<file path="src/sv/lmt_pkg.sv">
// Shared types and constants for the LCD mode-timing block.
// No dependencies; used by lmt_tick, lmt_regs and the top level.
package lmt_pkg;

    // Item kinds carried on the input tuser
    typedef enum logic [1:0] {
        ACT_TICK  = 2'd0,
        ACT_READ  = 2'd1,
        ACT_WRITE = 2'd2,
        ACT_NOP   = 2'd3
    } action_t;

    // Display modes, as mirrored into status bits 1..0
    typedef enum logic [1:0] {
        MODE_HBLANK = 2'd0,
        MODE_VBLANK = 2'd1,
        MODE_OAM    = 2'd2,
        MODE_XFER   = 2'd3
    } mode_t;

    // Register numbers
    localparam logic [3:0] REG_LCDC = 4'd0;
    localparam logic [3:0] REG_STAT = 4'd1;
    localparam logic [3:0] REG_SCY  = 4'd2;
    localparam logic [3:0] REG_SCX  = 4'd3;
    localparam logic [3:0] REG_LY   = 4'd4;
    localparam logic [3:0] REG_LYC  = 4'd5;
    localparam logic [3:0] REG_DMA  = 4'd6;
    localparam logic [3:0] REG_BGP  = 4'd7;
    localparam logic [3:0] REG_OBP0 = 4'd8;
    localparam logic [3:0] REG_OBP1 = 4'd9;
    localparam logic [3:0] REG_WY   = 4'd10;
    localparam logic [3:0] REG_WX   = 4'd11;

    // Mode durations in cycles
    localparam logic [15:0] LEN_OAM    = 16'd20;
    localparam logic [15:0] LEN_XFER   = 16'd43;
    localparam logic [15:0] LEN_HBLANK = 16'd60;
    localparam logic [15:0] LEN_VLINE  = 16'd114;

    // Line numbers
    localparam logic [7:0] LINE_VBLANK = 8'd144;
    localparam logic [7:0] LINE_LAST   = 8'd153;

    localparam logic [15:0] ACC_MAX     = 16'hFFFF;
    localparam logic [7:0]  UNMAPPED_RD = 8'hFF;

    // One decoded command word presented to the register block
    typedef struct packed {
        logic       valid;
        action_t    action;
        logic [7:0] cycles;
        logic [3:0] index;
        logic [7:0] data;
    } cmd_t;

    // Timing state seen by, and produced by, the tick logic
    typedef struct packed {
        mode_t       mode;
        logic [15:0] acc;
        logic [7:0]  line;
        logic [7:0]  status;
    } timing_t;

    // State after the command, as reported in the result word
    typedef struct packed {
        logic [7:0] read_data;
        mode_t      mode;
        logic [7:0] line;
        logic [7:0] status;
        logic       vblank_entered;
    } result_t;

endpackage

</file>
<file path="src/sv/lcd_mode_timing_with_registers_core.sv">
// Top level of the LCD mode-timing block: input register, register block, result register.
// Depends on lmt_pkg and lmt_regs.
//
// Use: each input word is a tick, a register read, a register write or a no-op,
// chosen by s_axis_tuser. A tick adds elapsed cycles to a saturating accumulator
// and makes at most one mode change (OAM scan, transfer, hblank, vblank); reads
// and writes reach the twelve byte registers. Every input word gives exactly one
// result word on the m_axis side, carrying the read byte, the mode, the line,
// the status byte and a flag for entry into vblank.
// A word passes through the input register and then the result register before
// its result is valid. Throughput is one word per cycle while m_axis_tready stays
// high. Reset puts the byte registers, the accumulator and the valid flags at
// zero and the mode at OAM scan (the status mode bits stay zero until the first
// transition). When the receiver holds m_axis_tready low the result register holds
// its word, the input register fills, and s_axis_tready then drops until the result
// is taken.
module lcd_mode_timing_with_registers_core
(
    input  logic        clk,
    input  logic        rst_n,
    input  logic        s_axis_tvalid,
    output logic        s_axis_tready,
    input  logic [23:0] s_axis_tdata,  // tick_cycles[7:0], reg_index[11:8], write_data[19:12]
    input  logic [1:0]  s_axis_tuser,  // action[1:0]
    output logic        m_axis_tvalid,
    input  logic        m_axis_tready,
    // read_data[7:0], display_mode[9:8], current_line[17:10], status_byte[25:18],
    // vblank_entered[26]
    output logic [31:0] m_axis_tdata
);

    logic             in_valid_reg, in_valid_next;
    lmt_pkg::action_t in_action_reg;
    logic [7:0]       in_cycles_reg;
    logic [3:0]       in_index_reg;
    logic [7:0]       in_data_reg;
    logic             out_valid_reg, out_valid_next;
    lmt_pkg::result_t out_res_reg;
    logic             advance;
    logic             s_take;
    lmt_pkg::cmd_t    cmd;
    lmt_pkg::result_t res;

    // Move the input word on when the result slot is free or being emptied
    assign advance       = !out_valid_reg || m_axis_tready;
    assign s_axis_tready = !in_valid_reg || advance;
    assign s_take        = s_axis_tvalid && s_axis_tready;

    assign in_valid_next  = s_take ? 1'b1 : (advance ? 1'b0 : in_valid_reg);
    assign out_valid_next = advance ? in_valid_reg : out_valid_reg;

    always_ff @(posedge clk or negedge rst_n)
    begin
        if (!rst_n)
        begin
            in_valid_reg  <= 1'b0;
            out_valid_reg <= 1'b0;
        end
        else
        begin
            in_valid_reg  <= in_valid_next;
            out_valid_reg <= out_valid_next;
        end
    end

    // Capture the input word
    always_ff @(posedge clk)
    begin
        if (s_take)
        begin
            in_action_reg <= lmt_pkg::action_t'(s_axis_tuser);
            in_cycles_reg <= s_axis_tdata[7:0];
            in_index_reg  <= s_axis_tdata[11:8];
            in_data_reg   <= s_axis_tdata[19:12];
        end
    end

    // Command to the register block, only when it is applied
    always_comb
    begin
        cmd.valid  = in_valid_reg && advance;
        cmd.action = in_action_reg;
        cmd.cycles = in_cycles_reg;
        cmd.index  = in_index_reg;
        cmd.data   = in_data_reg;
    end

    lmt_regs u_regs
    (
        .clk   (clk),
        .rst_n (rst_n),
        .cmd   (cmd),
        .res   (res)
    );

    // Hold the result word until taken
    always_ff @(posedge clk)
    begin
        if (advance && in_valid_reg)
        begin
            out_res_reg <= res;
        end
    end

    assign m_axis_tvalid = out_valid_reg;
    assign m_axis_tdata  = {5'd0, out_res_reg.vblank_entered, out_res_reg.status,
                            out_res_reg.line, out_res_reg.mode, out_res_reg.read_data};

endmodule

</file>
<file path="src/sv/lmt_tick.sv">
// Combinational tick step: saturating accumulate and at most one mode change.
// Depends on lmt_pkg.
module lmt_tick
(
    input  lmt_pkg::timing_t cur,
    input  logic [7:0]       line_compare,
    input  logic [7:0]       cycles,
    output lmt_pkg::timing_t nxt,
    output logic             vblank_entered
);

    logic [16:0]    sum;
    logic [15:0]    acc_sat;
    logic [7:0]     line_inc;
    logic           moved;
    lmt_pkg::mode_t mode_new;
    logic [15:0]    acc_new;
    logic [7:0]     line_new;
    logic [7:0]     status_mode;

    // Add elapsed cycles, clamp at the top
    assign sum      = {1'b0, cur.acc} + {9'b0, cycles};
    assign acc_sat  = sum[16] ? lmt_pkg::ACC_MAX : sum[15:0];
    assign line_inc = cur.line + 8'd1;

    // Decide the single transition for this tick
    always_comb
    begin
        moved          = 1'b0;
        mode_new       = cur.mode;
        acc_new        = acc_sat;
        line_new       = cur.line;
        vblank_entered = 1'b0;
        case (cur.mode)
            lmt_pkg::MODE_HBLANK:
            begin
                if (acc_sat >= lmt_pkg::LEN_HBLANK)
                begin
                    acc_new  = acc_sat - lmt_pkg::LEN_HBLANK;
                    line_new = line_inc;
                    moved    = 1'b1;
                    if (line_inc == lmt_pkg::LINE_VBLANK)
                    begin
                        mode_new       = lmt_pkg::MODE_VBLANK;
                        vblank_entered = 1'b1;
                    end
                    else
                    begin
                        mode_new = lmt_pkg::MODE_OAM;
                    end
                end
            end
            lmt_pkg::MODE_VBLANK:
            begin
                if (acc_sat >= lmt_pkg::LEN_VLINE)
                begin
                    acc_new = acc_sat - lmt_pkg::LEN_VLINE;
                    if (line_inc > lmt_pkg::LINE_LAST)
                    begin
                        // past the last line: back to the top of the frame
                        line_new = 8'd0;
                        mode_new = lmt_pkg::MODE_OAM;
                        moved    = 1'b1;
                    end
                    else
                    begin
                        line_new = line_inc;
                    end
                end
            end
            lmt_pkg::MODE_OAM:
            begin
                if (acc_sat >= lmt_pkg::LEN_OAM)
                begin
                    acc_new  = acc_sat - lmt_pkg::LEN_OAM;
                    mode_new = lmt_pkg::MODE_XFER;
                    moved    = 1'b1;
                end
            end
            default:
            begin
                if (acc_sat >= lmt_pkg::LEN_XFER)
                begin
                    acc_new  = acc_sat - lmt_pkg::LEN_XFER;
                    mode_new = lmt_pkg::MODE_HBLANK;
                    moved    = 1'b1;
                end
            end
        endcase
    end

    // Mirror the mode on a change, then refresh the compare match bit
    assign status_mode = moved ? {cur.status[7:2], mode_new} : cur.status;

    always_comb
    begin
        nxt.mode   = mode_new;
        nxt.acc    = acc_new;
        nxt.line   = line_new;
        nxt.status = {status_mode[7:3], (line_new == line_compare), status_mode[1:0]};
    end

endmodule

</file>
<file path="src/sv/lmt_regs.sv">
// Twelve byte registers plus mode and accumulator state, updated per command word.
// Depends on lmt_pkg and lmt_tick.
module lmt_regs
(
    input  logic             clk,
    input  logic             rst_n,
    input  lmt_pkg::cmd_t    cmd,
    output lmt_pkg::result_t res
);

    logic [7:0]       lcdc_reg, stat_reg, scy_reg, scx_reg, ly_reg, lyc_reg;
    logic [7:0]       dma_reg, bgp_reg, obp0_reg, obp1_reg, wy_reg, wx_reg;
    lmt_pkg::mode_t   mode_reg;
    logic [15:0]      acc_reg;

    logic [7:0]       lcdc_next, stat_next, scy_next, scx_next, ly_next, lyc_next;
    logic [7:0]       dma_next, bgp_next, obp0_next, obp1_next, wy_next, wx_next;
    lmt_pkg::mode_t   mode_next;
    logic [15:0]      acc_next;

    lmt_pkg::timing_t tick_cur, tick_nxt;
    logic             tick_vb;
    logic [7:0]       rd_mux;
    logic             is_tick, is_read, is_write;

    assign is_tick  = cmd.valid && (cmd.action == lmt_pkg::ACT_TICK);
    assign is_read  = cmd.valid && (cmd.action == lmt_pkg::ACT_READ);
    assign is_write = cmd.valid && (cmd.action == lmt_pkg::ACT_WRITE);

    // Tick step on the current timing state
    always_comb
    begin
        tick_cur.mode   = mode_reg;
        tick_cur.acc    = acc_reg;
        tick_cur.line   = ly_reg;
        tick_cur.status = stat_reg;
    end

    lmt_tick u_tick
    (
        .cur            (tick_cur),
        .line_compare   (lyc_reg),
        .cycles         (cmd.cycles),
        .nxt            (tick_nxt),
        .vblank_entered (tick_vb)
    );

    // Read mux; unmapped numbers read all ones
    always_comb
    begin
        case (cmd.index)
            lmt_pkg::REG_LCDC: rd_mux = lcdc_reg;
            lmt_pkg::REG_STAT: rd_mux = stat_reg;
            lmt_pkg::REG_SCY:  rd_mux = scy_reg;
            lmt_pkg::REG_SCX:  rd_mux = scx_reg;
            lmt_pkg::REG_LY:   rd_mux = ly_reg;
            lmt_pkg::REG_LYC:  rd_mux = lyc_reg;
            lmt_pkg::REG_DMA:  rd_mux = dma_reg;
            lmt_pkg::REG_BGP:  rd_mux = bgp_reg;
            lmt_pkg::REG_OBP0: rd_mux = obp0_reg;
            lmt_pkg::REG_OBP1: rd_mux = obp1_reg;
            lmt_pkg::REG_WY:   rd_mux = wy_reg;
            lmt_pkg::REG_WX:   rd_mux = wx_reg;
            default:           rd_mux = lmt_pkg::UNMAPPED_RD;
        endcase
    end

    // Next state: tick updates timing, write to a mapped number stores one byte
    always_comb
    begin
        lcdc_next = lcdc_reg;
        stat_next = stat_reg;
        scy_next  = scy_reg;
        scx_next  = scx_reg;
        ly_next   = ly_reg;
        lyc_next  = lyc_reg;
        dma_next  = dma_reg;
        bgp_next  = bgp_reg;
        obp0_next = obp0_reg;
        obp1_next = obp1_reg;
        wy_next   = wy_reg;
        wx_next   = wx_reg;
        mode_next = mode_reg;
        acc_next  = acc_reg;
        if (is_tick)
        begin
            mode_next = tick_nxt.mode;
            acc_next  = tick_nxt.acc;
            ly_next   = tick_nxt.line;
            stat_next = tick_nxt.status;
        end
        else if (is_write)
        begin
            case (cmd.index)
                lmt_pkg::REG_LCDC: lcdc_next = cmd.data;
                lmt_pkg::REG_STAT: stat_next = cmd.data;
                lmt_pkg::REG_SCY:  scy_next  = cmd.data;
                lmt_pkg::REG_SCX:  scx_next  = cmd.data;
                lmt_pkg::REG_LY:   ly_next   = cmd.data;
                lmt_pkg::REG_LYC:  lyc_next  = cmd.data;
                lmt_pkg::REG_DMA:  dma_next  = cmd.data;
                lmt_pkg::REG_BGP:  bgp_next  = cmd.data;
                lmt_pkg::REG_OBP0: obp0_next = cmd.data;
                lmt_pkg::REG_OBP1: obp1_next = cmd.data;
                lmt_pkg::REG_WY:   wy_next   = cmd.data;
                lmt_pkg::REG_WX:   wx_next   = cmd.data;
                default:           lcdc_next = lcdc_reg;
            endcase
        end
    end

    // State registers
    always_ff @(posedge clk or negedge rst_n)
    begin
        if (!rst_n)
        begin
            lcdc_reg <= 8'd0;
            stat_reg <= 8'd0;
            scy_reg  <= 8'd0;
            scx_reg  <= 8'd0;
            ly_reg   <= 8'd0;
            lyc_reg  <= 8'd0;
            dma_reg  <= 8'd0;
            bgp_reg  <= 8'd0;
            obp0_reg <= 8'd0;
            obp1_reg <= 8'd0;
            wy_reg   <= 8'd0;
            wx_reg   <= 8'd0;
            mode_reg <= lmt_pkg::MODE_OAM;
            acc_reg  <= 16'd0;
        end
        else
        begin
            lcdc_reg <= lcdc_next;
            stat_reg <= stat_next;
            scy_reg  <= scy_next;
            scx_reg  <= scx_next;
            ly_reg   <= ly_next;
            lyc_reg  <= lyc_next;
            dma_reg  <= dma_next;
            bgp_reg  <= bgp_next;
            obp0_reg <= obp0_next;
            obp1_reg <= obp1_next;
            wy_reg   <= wy_next;
            wx_reg   <= wx_next;
            mode_reg <= mode_next;
            acc_reg  <= acc_next;
        end
    end

    // Result: state after this command
    always_comb
    begin
        res.read_data      = is_read ? rd_mux : 8'd0;
        res.mode           = mode_next;
        res.line           = ly_next;
        res.status         = stat_next;
        res.vblank_entered = is_tick && tick_vb;
    end

endmodule

</file>
<file path="config.mk">
export PLATFORM = sky130hd
export DESIGN_NAME = lcd_mode_timing_with_registers_core
export DESIGN_NICKNAME = d
export VERILOG_FILES = /design/src/sv/lmt_pkg.sv /design/src/sv/lcd_mode_timing_with_registers_core.sv /design/src/sv/lmt_tick.sv /design/src/sv/lmt_regs.sv
export SDC_FILE = /design/constraint.sdc
export NUM_CORES = 1
export LEC_CHECK = 0
export ABC_AREA = 1
export BUFFER_PORTS_ARGS = -buffer_cell sky130_fd_sc_hd__buf_2
export CORE_ASPECT_RATIO = 1.5
export CORE_MARGIN = 2
export CORE_UTILIZATION = 30
export CTS_CLUSTER_DIAMETER = 80
export CTS_CLUSTER_SIZE = 16
export DETAILED_ROUTE_END_ITERATION = 12
export GPL_TIMING_DRIVEN = 0
export PLACE_DENSITY = 0.43
export SLEW_MARGIN = 20
export SYNTH_ARGS = -nofsm -noshare
export SYNTH_HDL_FRONTEND = slang
export SYNTH_SLANG_ARGS = --single-unit
</file>
<file path="constraint.sdc">
create_clock -name clk -period 4.9 [get_ports clk]
set_input_delay 0.49 -clock clk [delete_from_list [all_inputs] [get_ports clk]]
set_output_delay 0.49 -clock clk [all_outputs]
set_load 0.1 [all_outputs]
</file>
==> summary.md <==
| Metric | Value |
|---|---|
| Status | completed |
| Post-DRT Antenna Nets | 0 |
| Starting density of the core | 30.3% |
| Clock buffer depth | 2 |
| Die height | 226 um |
| Worst vdd ir | 249 uV |
| Post-Route WL | 36100 um |
| Vias | 8989 |
| Worst setup SP type | flop |
| Fin. max-slew vios | 0 |
| Tmin final | 4.64 ns |
| WL/cell | 20.6 um |
| Sequential share of the synthesized area | 44.3% |
| Clock transition at path regs | 0.07 ns |
| Worst path slowest cell | a21oi_1 |
| Number of diodes | 0 |
| All-Layer GR Usage | 21.3% |
| Pwr/cell area | 651 nW/um^2 |
| CP peak stage delay | 0.49 ns |
| Clk root buf | clkbuf_16 |
| CTS Sinks | 165 |
| Crit-path leading delay family | simple AND/OR/NAND/NOR gates |
| Post-Synthesis Cells | 1251 |
| DRC Markers | 0 |
| Setup TNS | 0 ns |
| DP Area | 10700 um^2 |
| FMAX | 215 MHz |
| Static leakage | 0.00521 uW |
| Yosys cell types | 52 |
| Die Footprint | 34400 um^2 |
| Most common cell after layout, fill and taps aside | nand2_1 |
| Slew headroom | 37.1% |
| Clk_lat worst skew | 0.46 ns |
| GR Overflow Total | 0 |
| Final Hold Viols | 0 |
| Crit path DAT | 4.96 ns |
| First-pass GRT wire length | 54700 um |
| DP HPWL | 27700 um |
| CP Buf/Inv Count | 5 |
| Number of flops mapped to enable cells by yosys | 49 |
| Design area | 11300 um^2 |
| Critical Path RT | 5.22 ns |
| Row cnt | 81 |
| Final Wtd Congestion | 0.925 |
| Worst min path class | input port to flop |
| Core Area | 32500 um^2 |
| Most frequent cells in the layout | nand2_1 (354), o21ai_0 (148), inv_1 (130) |
| Final Setup Violations | 0 |
| Via count of the first global-routing pass | 9013 |
| Max-cap viol count | 0 |
| CTS tree | built |
| Syn Area/Cell | 7.89 um^2 |
| Crit path max fanout | 10 |
| Synthesized cell area | 9870 um^2 |
| Most used cell, CP | nand2_1 |
| Crit. End Element | flop |
| Layout Area Growth over Synthesis | 14.4% |
| Worst path cell trace | ha_1 > fa_1 > nand2_1 > nand2_1 > nand3_2 > nand2_4 > nand2_4 > buf_12 > nand2_2 > inv_1 > ha_1 > inv_1 > a21oi_1 > nand2_1 > inv_1 > nand3_2 > inv_2 > nor2_1 > nand2_1 > nand2_1 > nor3_1 > a21oi_1 |
| Fin crit share | 94.7% |
| Share of cells above drive strength 1 | 10.7% |
| DR pass1 iterations | 5 |
| Setup Skew | 0.0165 ns |
| Yosys warning total | 0 |
| 1st-iter DRT viols | 515 |
| Largest net degree at the start of global routing | 87 |
| Synth Register Bits | 165 |
| Top FF cell, synth | dfrtp_1 |
| Port bufs | 54 |
| Crit path kind | flop to flop |
| Worst-margin pin slew | 0.943 ns |
| Max FFs per register | 27 |
| TritonCTS Buffers | 17 |
| # nets final | 1381 |
| I/O Pins | 64 |
| Die Width | 152 um |
| Asr flop ratio synth | 70.3% |
| Unrepaired setup endpoints after global routing | no |
| H-tree Lvls | 4 |
| Initial antenna violation count | 0 |
| Via density | 5.11 |
| # Post-CTS Setup Buffers | 0 |
[power by group]
part / switching (uW) / internal (uW) / total (uW)
clock: 613 / 728 / 1340
sequential: 233 / 1740 / 1980
combinational: 2930 / 1100 / 4030
[synth_stat cells (all sizes together), types with 5 or more instances]
cell type  instances  area (um^2)
nor3              12         65.1
o21ai            156          781
o211ai            15          113
a22o              11         96.3
nand2            362         1390
clkbuf            28          105
dfrtp            115         2880
o22ai              9         56.3
edfxtp            49         1470
a221oi            24          210
a21oi             33          184
xor2              23          201
or2                5         31.3
nand4             35          219
clkinv             5         18.8
a41oi              8         70.1
nand3            101          593
buf               13          115
ha                20          250
nor2              71          335
inv              139          522
[metal layers]
metal / part of all wire [%] / GRT usage [%] / up-vias
li1: - / - / 4404
met1: 38 / 22.2 / 4300
met2: 55 / 41.4 / 218
met3: 2.6 / 2.51 / 67
met4: 5.0 / 11.4 / 0
met5: 0 / 0 / -
[worst paths after layout]
path                                    from                  to  slack, ns  cells past startpoint
setup / recovery            in_cycles_reg[0]  u_regs.acc_reg[13]       0.26                     22
hold / removal              s_axis_tdata[10]     in_index_reg[2]       0.21                      1
setup reg to reg            in_cycles_reg[0]  u_regs.acc_reg[13]       0.26                     22
hold reg to reg            u_regs.acc_reg[4]   u_regs.acc_reg[4]       0.49                      2
max in group asynchronous              rst_n  u_regs.obp1_reg[7]       3.62                      3
min in group asynchronous              rst_n  u_regs.acc_reg[11]       0.49                      2
[cell type report]
class / count / area (um^2)
Tap cell: 415 / 519
Clock buffer: 25 / 507
Buffer: 41 / 220
Sequential cell: 165 / 4380
Multi-Input combinational cell: 905 / 4750
Clock inverter: 7 / 61.3
Fill cell: 3513 / 21200
Timing Repair Buffer: 56 / 318
Inverter: 144 / 541
[worst reg2reg max path: cells and delay by family, from the launching register on]
family / cells / cell delay (ns)
flip-flops: 1 / 0.38
buffers and inverters: 5 / 0.86
AO/OA/AOI/OAI: 2 / 0.58
AND/OR/NAND/NOR: 12 / 1.74
adder cells (fa/ha/maj): 3 / 0.94
[repair_timing]
action	in CTS	in global routing
hold buffers	1	0
gates resized for setup	0	0
hold endpoints to repair	30	0
[stage by stage]
| stage | total power (uW) | setup WS (ns) | instances | hold WS, ns | util, % |
|---|---|---|---|---|---|
| detailed placement | 6010 | 0.344 | 1725 | 0.383 | 32.9 |
| CTS | 7370 | 0.330 | 1758 | 0.185 | 34.7 |
| floorplan | 4870 | 1.42 | 1255 | 0.194 | - |
| global route | 7890 | 0.0208 | 1758 | 0.196 | 34.7 |
| finish | 7350 | 0.258 | 1758 | 0.208 | 34.7 |
| global placement | 6010 | 0.318 | 1724 | 0.465 | 32.8 |
[cells by family after synthesis]
| family | Yosys count | synth area share (%) |
|---|---|---|
| flops | 165 | 44.3 |
| other cells | 1 | 0.0380 |
| buf+inv | 185 | 7.71 |
| compound gates | 267 | 16.2 |
| simple gates | 589 | 26.9 |
| xor+xnor | 23 | 2.04 |
| fa+ha+maj | 21 | 2.74 |
Note: power is estimated with default switching activity, not from simulation.
